$ cat src/hw/rtl/gfcc_pkg.sv
`timescale 1ns / 1ps

package gfcc_pkg;

    localparam int MAX_WIDTH  = 256;
    localparam int MAX_HEIGHT = 256;

    localparam int STORE_DEPTH = MAX_WIDTH * MAX_HEIGHT;
    localparam int ADDR_BITS   = $clog2(STORE_DEPTH);

    // footprint: centre and four corners
    localparam int NUM_POINTS = 5;
    localparam int PT_BITS    = $clog2(NUM_POINTS);

    localparam int QUEUE_DEPTH = 4;
    localparam int QPTR_BITS   = $clog2(QUEUE_DEPTH);
    localparam int QCNT_BITS   = $clog2(QUEUE_DEPTH + 1);

    localparam logic CMD_LOAD  = 1'b0;
    localparam logic CMD_QUERY = 1'b1;

    localparam logic [1:0] REG_MAP_WIDTH  = 2'd0;
    localparam logic [1:0] REG_MAP_HEIGHT = 2'd1;
    localparam logic [1:0] REG_RADIUS     = 2'd2;

    // classified request handed from front to back
    typedef struct packed {
        logic                                  cmd;
        logic                                  occupied;
        logic [NUM_POINTS-1:0]                 use_pt;
        logic [NUM_POINTS-1:0][ADDR_BITS-1:0]  addr;
    } gfcc_entry_t;

endpackage

$ cat src/hw/rtl/gfcc_queue.sv
`timescale 1ns / 1ps

module gfcc_queue (
    input  logic                            clk,
    input  logic                            rst_n,
    input  logic                            push,
    input  gfcc_pkg::gfcc_entry_t           push_entry,
    input  logic                            pop,
    output gfcc_pkg::gfcc_entry_t           head,
    output logic                            nonempty,
    output logic [gfcc_pkg::QCNT_BITS-1:0]  count
);
    import gfcc_pkg::*;

    gfcc_entry_t          slots_reg [QUEUE_DEPTH];
    logic [QPTR_BITS-1:0] rd_ptr_reg;
    logic [QPTR_BITS-1:0] wr_ptr_reg;
    logic [QCNT_BITS-1:0] count_reg;
    logic                 do_pop;

    assign do_pop = pop && (count_reg != '0);

    always_ff @(posedge clk or negedge rst_n)
    begin
        if (!rst_n)
        begin
            rd_ptr_reg <= '0;
            wr_ptr_reg <= '0;
            count_reg  <= '0;
        end
        else
        begin
            if (push)
                wr_ptr_reg <= QPTR_BITS'(32'(wr_ptr_reg) + 1 == QUEUE_DEPTH ? 0
                                                                 : 32'(wr_ptr_reg) + 1);
            if (do_pop)
                rd_ptr_reg <= QPTR_BITS'(32'(rd_ptr_reg) + 1 == QUEUE_DEPTH ? 0
                                                                 : 32'(rd_ptr_reg) + 1);
            if (push && !do_pop)
                count_reg <= count_reg + 1'b1;
            else if (!push && do_pop)
                count_reg <= count_reg - 1'b1;
        end
    end

    always_ff @(posedge clk)
    begin
        if (push)
            slots_reg[wr_ptr_reg] <= push_entry;
    end

    assign head     = slots_reg[rd_ptr_reg];
    assign nonempty = (count_reg != '0);
    assign count    = count_reg;

endmodule

$ cat config.mk
export PLATFORM = sky130hd
export DESIGN_NAME = gfcc_queue
export DESIGN_NICKNAME = d
export VERILOG_FILES = /design/src/hw/rtl/gfcc_pkg.sv /design/src/hw/rtl/gfcc_queue.sv
export SDC_FILE = /design/constraint.sdc
export NUM_CORES = 1
export LEC_CHECK = 0
export BUFFER_PORTS_ARGS = -buffer_cell sky130_fd_sc_hd__clkbuf_2
export CORE_ASPECT_RATIO = 1.75
export CORE_MARGIN = 5
export CORE_UTILIZATION = 55
export DETAILED_ROUTE_END_ITERATION = 12
export GPL_TIMING_DRIVEN = 0
export HOLD_SLACK_MARGIN = 0.05
export PLACE_DENSITY = 0.79
export SYNTH_ARGS = -nofsm -noshare
export SYNTH_HDL_FRONTEND = slang
export SYNTH_SLANG_ARGS = --single-unit
$ cat constraint.sdc
create_clock -name clk -period 3.56 [get_ports clk]
set_input_delay 0.89 -clock clk [delete_from_list [all_inputs] [get_ports clk]]
set_output_delay 0.89 -clock clk [all_outputs]
set_load 0.03 [all_outputs]
==> results.json <==
{
  "outcome": "completed",
  "nets": 807,
  "vias": 5803,
  "grt_pass1_wl_mm": 38.0,
  "end_kind": "primary output",
  "max_freq_mhz": 306,
  "die_w_um": 126,
  "initialDrtViolationCount": 458,
  "drt_first_pass_iters": 4,
  "wire_per_inst_um": 23.7,
  "reg2reg_from": "count[0]",
  "via_per_inst": 5.59,
  "num_io_pins": 182,
  "path_class": "reg2out",
  "path_depth": 5,
  "rows": 74,
  "arrival_ns": 2.37,
  "crit_path_top_delay_cell": "mux4_2",
  "drc": 0,
  "clk_path_buf_depth": 3,
  "instances_no_fill": 1038,
  "critical-path-top-cell-by-count": "buf_2",
  "fin_ws_ns": 0.295,
  "crit_buf_inv": 4,
  "antenna_found_initial": 1,
  "areaGrowthSynthToFinish_pct": 18.5,
  "rrSetupSlack_ns": 1.35,
  "setup_viol": 0,
  "synth_seq_cells": 355,
  "coreArea_sq_um": 23300,
  "ctsHoldBuffers": 0,
  "fin_crit_sh": 0.917,
  "timing.critical_path.max_delay_family": "buffers and inverters",
  "htreeDepth": 1,
  "rsz0062_at_grt": "false",
  "max_stage_delay_ns": 0.36,
  "slew_violations": 0,
  "grt_max_degree": 49,
  "drtAntennaViolNets": 0,
  "postSynthCellCount": 491,
  "ys_warn_count": 0,
  "critical_path.startpoint": "rd_ptr_reg[1]",
  "leakagePower_nw": 5.31,
  "grt_pass1_vias": 6547,
  "mostFrequentLayoutCells": "edfxtp_1 (348), clkbuf_2 (181), mux4_2 (87), clkbuf_16 (31), clkinv_1 (8)",
  "hold_class": "in2async",
  "yosysTopAreaCell": "edfxtp_1",
  "cts_made_buffers": 31,
  "postCtsSetupBuffers": 0,
  "powerDensity_nw_per_um2": 875,
  "path_clk_slew_ns": 0.06,
  "synth_fp_nets": 589,
  "relSlewSlack": 0.522,
  "crit_path_cell_trace": "buf_2 > buf_2 > buf_2 > mux4_2 > clkbuf_2",
  "finalSetupTns_ns": 0,
  "worstReg2RegEnd": "count[2]",
  "worst_pin_slew_ns": 0.717,
  "io_buffers": 181,
  "dpl.cell_count": 980,
  "clkLatencyLatePin_ns": 0.55,
  "final_layout_size_suffix_gt1_frac": 0.465,
  "cts_resized": 0,
  "mostFrequentLayoutCell": "edfxtp_1",
  "finalHoldViolCount": 0,
  "dp_hpwl_mm": 16.0,
  "synth-seq-area-share": 0.820,
  "start_kind": "flop",
  "critPathMaxFanout": 10,
  "fp.dieH_um": 213,
  "ir_drop_v": 0.000603,
  "overflow": 0,
  "crit_end": "head[55]",
  "dieArea_sq_um": 26800,
  "fin_crit_ns": 3.26,
  "initial_core_util": 0.555,
  "pre_cts_ws_ns": 0.846,
  "grt.total_usage": 0.188,
  "rr_worst_depth": 8,
  "wirelength_mm": 24.6,
  "largest_reg_flops": 348,
  "place_congestion": 0.690,
  "synth_area_leaders": "edfxtp_1 (81%), mux4_2 (15%), dfrtp_1 (1.4%)",
  "cts.sinks": 355,
  "cts_tree": "done",
  "netlist.area_leader.share": 0.807,
  "worst_clock_skew_ns": 0.00956,
  "syn_area_sq_um": 13000,
  "synth_cell_types": 20,
  "syn_avg_cell_area_sq_um": 26.4,
  "cts_root_buf": "clkbuf_16",
  "required_ns": 2.67,
  "max-cap-violations": 0
}
Yosys cell counts (all sizes together):
library cell and number:
mux4 87, fa 1, mux2 3, or3 1
xor2 2, edfxtp 348, buf 15, o21ai 2
xnor2 1, clkbuf 5, inv 3, ha 6
nor2 3, nand2 3, and2 4, dfrtp 7
layer usage:
layer | vias up | global-route usage | routed length, um
li1 | 2550 | - | -
met1 | 3025 | 0.219 | 8490
met2 | 198 | 0.350 | 14100
met3 | 30 | 0.0380 | 1490
met4 | 0 | 0.0585 | 525
met5 | - | 0 | 0
worst min-delay path by stage:
| stage | from | end | slack, ns | cells past startpoint |
|---|---|---|---|---|
| global placement | count[2] | count[2] | 0.48 | 1 |
| floorplan | wr_ptr_reg[0] | wr_ptr_reg[0] | 0.56 | 3 |
| CTS | rst_n | rd_ptr_reg[0] | 0.14 | 1 |
| global route | rst_n | count[2] | 0.15 | 1 |
| finish | rst_n | count[1] | 0.16 | 1 |
| detailed placement | count[2] | count[2] | 0.51 | 1 |
per-stage QoR:
step | hold slack (ns) | power, W | util | area, sq um
floorplan | 0.557 | 0.00901 | - | 13000
global placement | 0.476 | 0.0103 | 0.610 | 14200
detailed placement | 0.510 | 0.0104 | 0.616 | 14400
CTS | 0.140 | 0.0137 | 0.658 | 15400
global route | 0.150 | 0.0141 | 0.658 | 15400
finish | 0.164 | 0.0134 | 0.658 | 15400
cells by family (layout without fill, tap and decap cells):
| logic type | Yosys count | after routing | share of synthesized area |
|---|---|---|---|
| DFF | 355 | 355 | 0.820 |
| muxes | 90 | 90 | 0.154 |
| buffers and inverters | 23 | 265 | 0.0117 |
| and+or+nand+nor | 11 | 11 | 0.00415 |
| adders and majority gates | 7 | 7 | 0.00734 |
| xor gates and xnor gates | 3 | 3 | 0.00203 |
| AOI/OAI and AO/OA | 2 | 2 | 0.000773 |
| other | 0 | 1 | 0 |
report_power, final:
group          internal [W]  leakage, nW  switching [W]  total [W]
Clock               0.00182        0.477        0.00141    0.00323
Sequential          0.00536         3.28       0.000179    0.00554
Combinational       0.00170         1.55        0.00297    0.00468
Total               0.00888         5.31        0.00456     0.0134
layout make-up:
class                           instances  area, sq um
Antenna cell                            1         2.50
Buffer                                 20          140
Clock buffer                           33          783
Clock inverter                         24          210
Fill cell                            1559         7980
Inverter                                3         11.3
Multi-Input combinational cell        113         2190
Sequential cell                       355        10600
Tap cell                              304          380
Timing Repair Buffer                  185         1020
Note: power is estimated with default switching activity, not from simulation.
