==> config.mk <==
export PLATFORM = sky130hd
export DESIGN_NAME = gfcc_front
export DESIGN_NICKNAME = d
export VERILOG_FILES = /design/src/hw/rtl/gfcc_pkg.sv /design/src/hw/rtl/gfcc_front.sv
export SDC_FILE = /design/constraint.sdc
export NUM_CORES = 2
export LEC_CHECK = 0
export ABC_AREA = 1
export BUFFER_PORTS_ARGS = -buffer_cell sky130_fd_sc_hd__buf_2
export CAP_MARGIN = 20
export CORE_ASPECT_RATIO = 0.5
export CORE_MARGIN = 4
export CORE_UTILIZATION = 45
export CTS_CLUSTER_SIZE = 30
export DETAILED_ROUTE_END_ITERATION = 7
export PLACE_DENSITY = 0.7
export SLEW_MARGIN = 15
export SYNTH_ARGS = -nofsm -noshare
export SYNTH_HDL_FRONTEND = slang
export SYNTH_SLANG_ARGS = --single-unit
export TNS_END_PERCENT = 20
==> constraint.sdc <==
create_clock -name clk -period 5.8 [get_ports clk]
set_input_delay 0.58 -clock clk [delete_from_list [all_inputs] [get_ports clk]]
set_output_delay 0.58 -clock clk [all_outputs]
set_load 0.05 [all_outputs]
==> src/hw/rtl/gfcc_pkg.sv <==
`timescale 1ns / 1ps

package gfcc_pkg;

    localparam int MAX_WIDTH  = 256;
    localparam int MAX_HEIGHT = 256;

    localparam int STORE_DEPTH = MAX_WIDTH * MAX_HEIGHT;
    localparam int ADDR_BITS   = $clog2(STORE_DEPTH);

    // footprint: centre and four corners
    localparam int NUM_POINTS = 5;
    localparam int PT_BITS    = $clog2(NUM_POINTS);

    localparam int QUEUE_DEPTH = 4;
    localparam int QPTR_BITS   = $clog2(QUEUE_DEPTH);
    localparam int QCNT_BITS   = $clog2(QUEUE_DEPTH + 1);

    localparam logic CMD_LOAD  = 1'b0;
    localparam logic CMD_QUERY = 1'b1;

    localparam logic [1:0] REG_MAP_WIDTH  = 2'd0;
    localparam logic [1:0] REG_MAP_HEIGHT = 2'd1;
    localparam logic [1:0] REG_RADIUS     = 2'd2;

    // classified request handed from front to back
    typedef struct packed {
        logic                                  cmd;
        logic                                  occupied;
        logic [NUM_POINTS-1:0]                 use_pt;
        logic [NUM_POINTS-1:0][ADDR_BITS-1:0]  addr;
    } gfcc_entry_t;

endpackage

==> src/hw/rtl/gfcc_front.sv <==
`timescale 1ns / 1ps

module gfcc_front (
    input  logic                    clk,
    input  logic                    rst_n,
    input  logic                    accept,
    input  logic                    cmd,
    input  logic [7:0]              cell_x,
    input  logic [7:0]              cell_z,
    input  logic                    cell_occupied,
    input  logic signed [19:0]      pos_x,
    input  logic signed [19:0]      pos_z,
    input  logic signed [15:0]      dir_x,
    input  logic signed [15:0]      dir_z,
    input  logic [15:0]             step_speed,
    input  logic                    cfg_write,
    input  logic [1:0]              cfg_index,
    input  logic [15:0]             cfg_data,
    output logic [1:0]              inflight,
    output logic                    push,
    output gfcc_pkg::gfcc_entry_t   entry
);
    import gfcc_pkg::*;

    localparam int CELL_BITS = 14;
    localparam int EXT_BITS  = 22;

    logic [8:0]  map_width_reg;
    logic [8:0]  map_height_reg;
    logic [15:0] radius_reg;

    logic               s1_v_reg;
    logic               s1_cmd_reg;
    logic               s1_occ_reg;
    logic [7:0]         s1_cx_reg;
    logic [7:0]         s1_cz_reg;
    logic signed [19:0] s1_px_reg;
    logic signed [19:0] s1_pz_reg;
    logic signed [31:0] s1_prod_x_reg;
    logic signed [31:0] s1_prod_z_reg;

    logic               s2_v_reg;
    logic               s2_cmd_reg;
    logic               s2_occ_reg;
    logic [7:0]         s2_cx_reg;
    logic [7:0]         s2_cz_reg;
    logic signed [20:0] s2_fx_reg;
    logic signed [20:0] s2_fz_reg;

    logic signed [31:0] prod_x_next;
    logic signed [31:0] prod_z_next;
    logic signed [20:0] fx_next;
    logic signed [20:0] fz_next;

    logic [CELL_BITS-2:0] eff_w;
    logic [CELL_BITS-2:0] eff_h;

    logic signed [EXT_BITS-1:0] rad;
    logic [CELL_BITS-1:0]  gx [3];
    logic [CELL_BITS-1:0]  gz [3];
    logic [2:0]            okx;
    logic [2:0]            okz;

    function automatic logic [CELL_BITS-1:0] to_cell(input logic signed [EXT_BITS-1:0] v);
        logic signed [EXT_BITS-1:0] s;
        begin
            s = v >>> 8;
            return s[CELL_BITS-1:0];
        end
    endfunction

    function automatic logic cell_ok(input logic [CELL_BITS-1:0] c,
                                     input logic [CELL_BITS-2:0] lim);
        return !c[CELL_BITS-1] && (c[CELL_BITS-2:0] < lim);
    endfunction

    function automatic logic [ADDR_BITS-1:0] cell_addr(input logic [CELL_BITS-2:0] x,
                                                       input logic [CELL_BITS-2:0] z);
        return ADDR_BITS'(z * MAX_WIDTH + x);
    endfunction

    always_ff @(posedge clk or negedge rst_n)
    begin
        if (!rst_n)
        begin
            map_width_reg  <= 9'd256;
            map_height_reg <= 9'd256;
            radius_reg     <= 16'd128;
        end
        else if (cfg_write)
        begin
            case (cfg_index)
                REG_MAP_WIDTH:  map_width_reg  <= cfg_data[8:0];
                REG_MAP_HEIGHT: map_height_reg <= cfg_data[8:0];
                REG_RADIUS:     radius_reg     <= cfg_data;
                default:        ;
            endcase
        end
    end

    // signed direction times unsigned speed, exact in 32 bits
    assign prod_x_next = $signed({{16{dir_x[15]}}, dir_x}) * $signed({16'd0, step_speed});
    assign prod_z_next = $signed({{16{dir_z[15]}}, dir_z}) * $signed({16'd0, step_speed});

    assign fx_next = 21'(s1_px_reg) + 21'(s1_prod_x_reg >>> 14);
    assign fz_next = 21'(s1_pz_reg) + 21'(s1_prod_z_reg >>> 14);

    always_ff @(posedge clk or negedge rst_n)
    begin
        if (!rst_n)
        begin
            s1_v_reg <= 1'b0;
            s2_v_reg <= 1'b0;
        end
        else
        begin
            s1_v_reg <= accept;
            s2_v_reg <= s1_v_reg;
        end
    end

    always_ff @(posedge clk)
    begin
        if (accept)
        begin
            s1_cmd_reg    <= cmd;
            s1_occ_reg    <= cell_occupied;
            s1_cx_reg     <= cell_x;
            s1_cz_reg     <= cell_z;
            s1_px_reg     <= pos_x;
            s1_pz_reg     <= pos_z;
            s1_prod_x_reg <= prod_x_next;
            s1_prod_z_reg <= prod_z_next;
        end
        if (s1_v_reg)
        begin
            s2_cmd_reg <= s1_cmd_reg;
            s2_occ_reg <= s1_occ_reg;
            s2_cx_reg  <= s1_cx_reg;
            s2_cz_reg  <= s1_cz_reg;
            s2_fx_reg  <= fx_next;
            s2_fz_reg  <= fz_next;
        end
    end

    // effective map size, never beyond the store
    assign eff_w = (13'(map_width_reg) < 13'(MAX_WIDTH)) ? 13'(map_width_reg) : 13'(MAX_WIDTH);
    assign eff_h = (13'(map_height_reg) < 13'(MAX_HEIGHT)) ? 13'(map_height_reg)
                                                          : 13'(MAX_HEIGHT);

    assign rad = $signed({6'd0, radius_reg});

    // index 0 centre, 1 minus radius, 2 plus radius
    always_comb
    begin
        gx[0] = to_cell(22'(s2_fx_reg));
        gx[1] = to_cell(22'(s2_fx_reg) - rad);
        gx[2] = to_cell(22'(s2_fx_reg) + rad);
        gz[0] = to_cell(22'(s2_fz_reg));
        gz[1] = to_cell(22'(s2_fz_reg) - rad);
        gz[2] = to_cell(22'(s2_fz_reg) + rad);
        for (int i = 0; i < 3; i++)
        begin
            okx[i] = cell_ok(gx[i], eff_w);
            okz[i] = cell_ok(gz[i], eff_h);
        end
    end

    always_comb
    begin
        entry.cmd      = s2_cmd_reg;
        entry.occupied = s2_occ_reg;
        if (s2_cmd_reg == CMD_LOAD)
        begin
            entry.use_pt  = '0;
            entry.addr    = '0;
            entry.use_pt[0] = (13'(s2_cx_reg) < eff_w) && (13'(s2_cz_reg) < eff_h);
            entry.addr[0]   = cell_addr(13'(s2_cx_reg), 13'(s2_cz_reg));
        end
        else
        begin
            entry.use_pt[0] = okx[0] && okz[0];
            entry.use_pt[1] = okx[1] && okz[1];
            entry.use_pt[2] = okx[1] && okz[2];
            entry.use_pt[3] = okx[2] && okz[1];
            entry.use_pt[4] = okx[2] && okz[2];
            entry.addr[0]   = cell_addr(gx[0][CELL_BITS-2:0], gz[0][CELL_BITS-2:0]);
            entry.addr[1]   = cell_addr(gx[1][CELL_BITS-2:0], gz[1][CELL_BITS-2:0]);
            entry.addr[2]   = cell_addr(gx[1][CELL_BITS-2:0], gz[2][CELL_BITS-2:0]);
            entry.addr[3]   = cell_addr(gx[2][CELL_BITS-2:0], gz[1][CELL_BITS-2:0]);
            entry.addr[4]   = cell_addr(gx[2][CELL_BITS-2:0], gz[2][CELL_BITS-2:0]);
        end
    end

    assign push     = s2_v_reg;
    assign inflight = {1'b0, s1_v_reg} + {1'b0, s2_v_reg};

endmodule

==> results.yml <==
critical_path:
  start_kind: "input port"
  worstPathArrival_ns: 5.75
  criticalPathCategory: "input port to flop"
  cp-end-kind: "flop"
  cp_max_fo: 11
  cp.required_ns: 6.01
route:
  routed_wl_mm: 98.8
  detail-route-antenna-nets: 0
  vias_per_cell: 5.14
  dr.pass1.iters: 5
  wire_per_inst_um: 17.9
  dr_total_vias: 28400
  dr.first_iter.drc_count: 2413
  drc_errors: 0
logic_synthesis:
  syn-num-nets: 5213
  synth_area_leaders: "fa_1 24%, ha_1 16%, edfxtp_1 14%"
  synth_warnings: 0
  synth_edf_count: 154
  synth_ff_type: "edfxtp_1"
  synth_top_area_share: 0.240
  ys_types: 51
  yosysSeqAreaShare: 0.168
  yosys_register_bits: 190
  avgSynthCellArea_sq_um: 7.68
  synth_cells: 4276
  syn_area_sq_mm: 0.0328
  yosysTopAreaCell: "fa_1"
  async_flop_share: 0.189
grt:
  grt_pass1_wl_mm: 156
  grt_pass1_vias: 28700
  antenna_found_initial: 3
  grt.overflow.total: 0
  grt_max_degree: 62
  grtUsageTotal: 0.256
sta:
  fin_crit_ns: 5.54
  drv_slew: 0
  rsz0062_at_grt: "true"
  finalCritPeriodShare: 0.956
  max-slew-margin-rel: 0.392
  finalSetupViolCount: 0
  tightestPinTransition_ns: 0.909
  clock_skew_ns: 0.0132
  final_hold_viol_count: 0
  max_freq_mhz: 180
  hold_ws_ns: 0.198
final_layout:
  fillers: 6962
  multiInputGateArea_sq_mm: 0.0229
  final_cell_mix: "1073 x nand2_1, 984 x inv_1, 416 x ha_1"
  area_growth_pct: 11.8
  drive_gt1_frac: 0.107
  nNetsFinal: 5496
  layout_commonest_cell: "nand2_1"
  ff_latch_area_sq_mm: 0.00553
floorplanning:
  initial_core_util: 0.458
  die_w_um: 390
  core-area_sq_mm: 0.0717
  die_h_um: 199
  pin_count: 218
  dieArea_sq_mm: 0.0776
  row_count: 69
cts:
  clk_pin_slew_ns: 0.08
  cts_root_buffer: "clkbuf_16"
  clk-insertion-delay-late_ns: 0.46
  htreeDepth: 4
  cts.sinks: 190
  hold_buffers: 0
  cts_setup_buffers: 0
  cts_tree: "done"
  clk_path_buf_depth: 2
  cts_buffers: 17
placement:
  gp_congestion: 0.990
  hpwl_mm: 84.1
  portBuffers: 217
status:
  status: "completed"
job:
  drv_cap: 0
hold_path:
  min_path_type: "input port to async pin"
-- final cells by class --
class / instances / area share
Clock buffer: 19 / 0.0118
Inverter: 993 / 0.102
Multi-Input combinational cell: 2935 / 0.623
Antenna cell: 1 / 0.0000682
Clock inverter: 13 / 0.00389
Tap cell: 958 / 0.0327
Sequential cell: 190 / 0.151
Timing Repair Buffer: 422 / 0.0766
-- timing repair --
action	in CTS	in global routing
gates resized for setup	0	10
hold endpoints to repair	0	0
setup endpoints to repair	0	8
-- path summary, 6_finish.rpt --
check                      slack (ns)                     endpoint                    from  cells after the start
hold reg to reg                  0.42         s2_occ_reg$_DFFE_PP_    s1_occ_reg$_DFFE_PP_                      0
max in group asynchronous        5.19           s1_v_reg$_DFF_PN0_                   rst_n                      2
setup reg to reg                 3.20      s2_fz_reg[16]$_DFFE_PP_  s1_pz_reg[0]$_DFFE_PP_                      9
setup / recovery                 0.26  s1_prod_x_reg[27]$_DFFE_PP_           step_speed[7]                     21
min in group clk                 0.29       s1_cx_reg[2]$_DFFE_PP_               cell_x[2]                      1
hold / removal                   0.20               push$_DFF_PN0_                   rst_n                      2
-- cells in the mapped netlist, types with 34 or more instances --
cell	count
edfxtp_1	154
ha_1	416
nand4_1	34
a21oi_1	201
nand2_1	1073
nor2_1	286
nand3_1	107
clkbuf_1	116
nor3_1	39
fa_1	393
xor2_1	77
inv_1	984
o21ai_0	130
-- metal layers --
metal | up-vias | wire length (um) | track usage
li1 | 13600 | - | -
met1 | 13600 | 43200 | 0.353
met2 | 1097 | 45700 | 0.434
met3 | 150 | 7290 | 0.0286
met4 | 2 | 2530 | 0.0664
met5 | - | 13 | 0
-- worst max-delay path: stages --
cell,delay (ns)
buf_2,0.28
buf_12,0.20
nand2_1,0.09
fa_1,0.55
inv_1,0.06
fa_1,0.44
fa_1,0.53
fa_1,0.43
fa_1,0.50
inv_1,0.05
fa_1,0.47
inv_1,0.07
ha_1,0.30
a21oi_1,0.22
inv_1,0.06
a31oi_1,0.26
o21ai_0,0.19
a211oi_2,0.26
nand2_1,0.08
nand2_1,0.06
nand2_1,0.05
-- metrics by stage --
step / area [sq um] / worst slack (ns) / utilization / setup TNS (ns) / cells
after floorplan: 32800 / 0.0176 / - / 0 / 4276
after global placement: 36100 / -0.206 / 0.504 / -2.20 / 5498
after detailed placement: 36100 / -0.255 / 0.504 / -3.66 / 5498
after CTS: 36700 / 0.235 / 0.512 / 0 / 5530
after global routing: 36700 / -0.00683 / 0.512 / -0.00683 / 5531
final: 36700 / 0.258 / 0.512 / 0 / 5531
-- logic make-up (layout without fill, tap and decap cells) --
family,count (synthesis),count (layout),share of synthesized area
flops,190,190,0.168
xor+xnor,110,110,0.0307
buf+inv,1151,1447,0.135
compound gates,454,454,0.0785
simple gates,1562,1562,0.189
other cells,0,1,0
fa+ha+maj,809,809,0.398
Power is left out: the tool's default activity adds up to more than one toggle a clock period on the data nets, which glitch-free logic cannot reach.
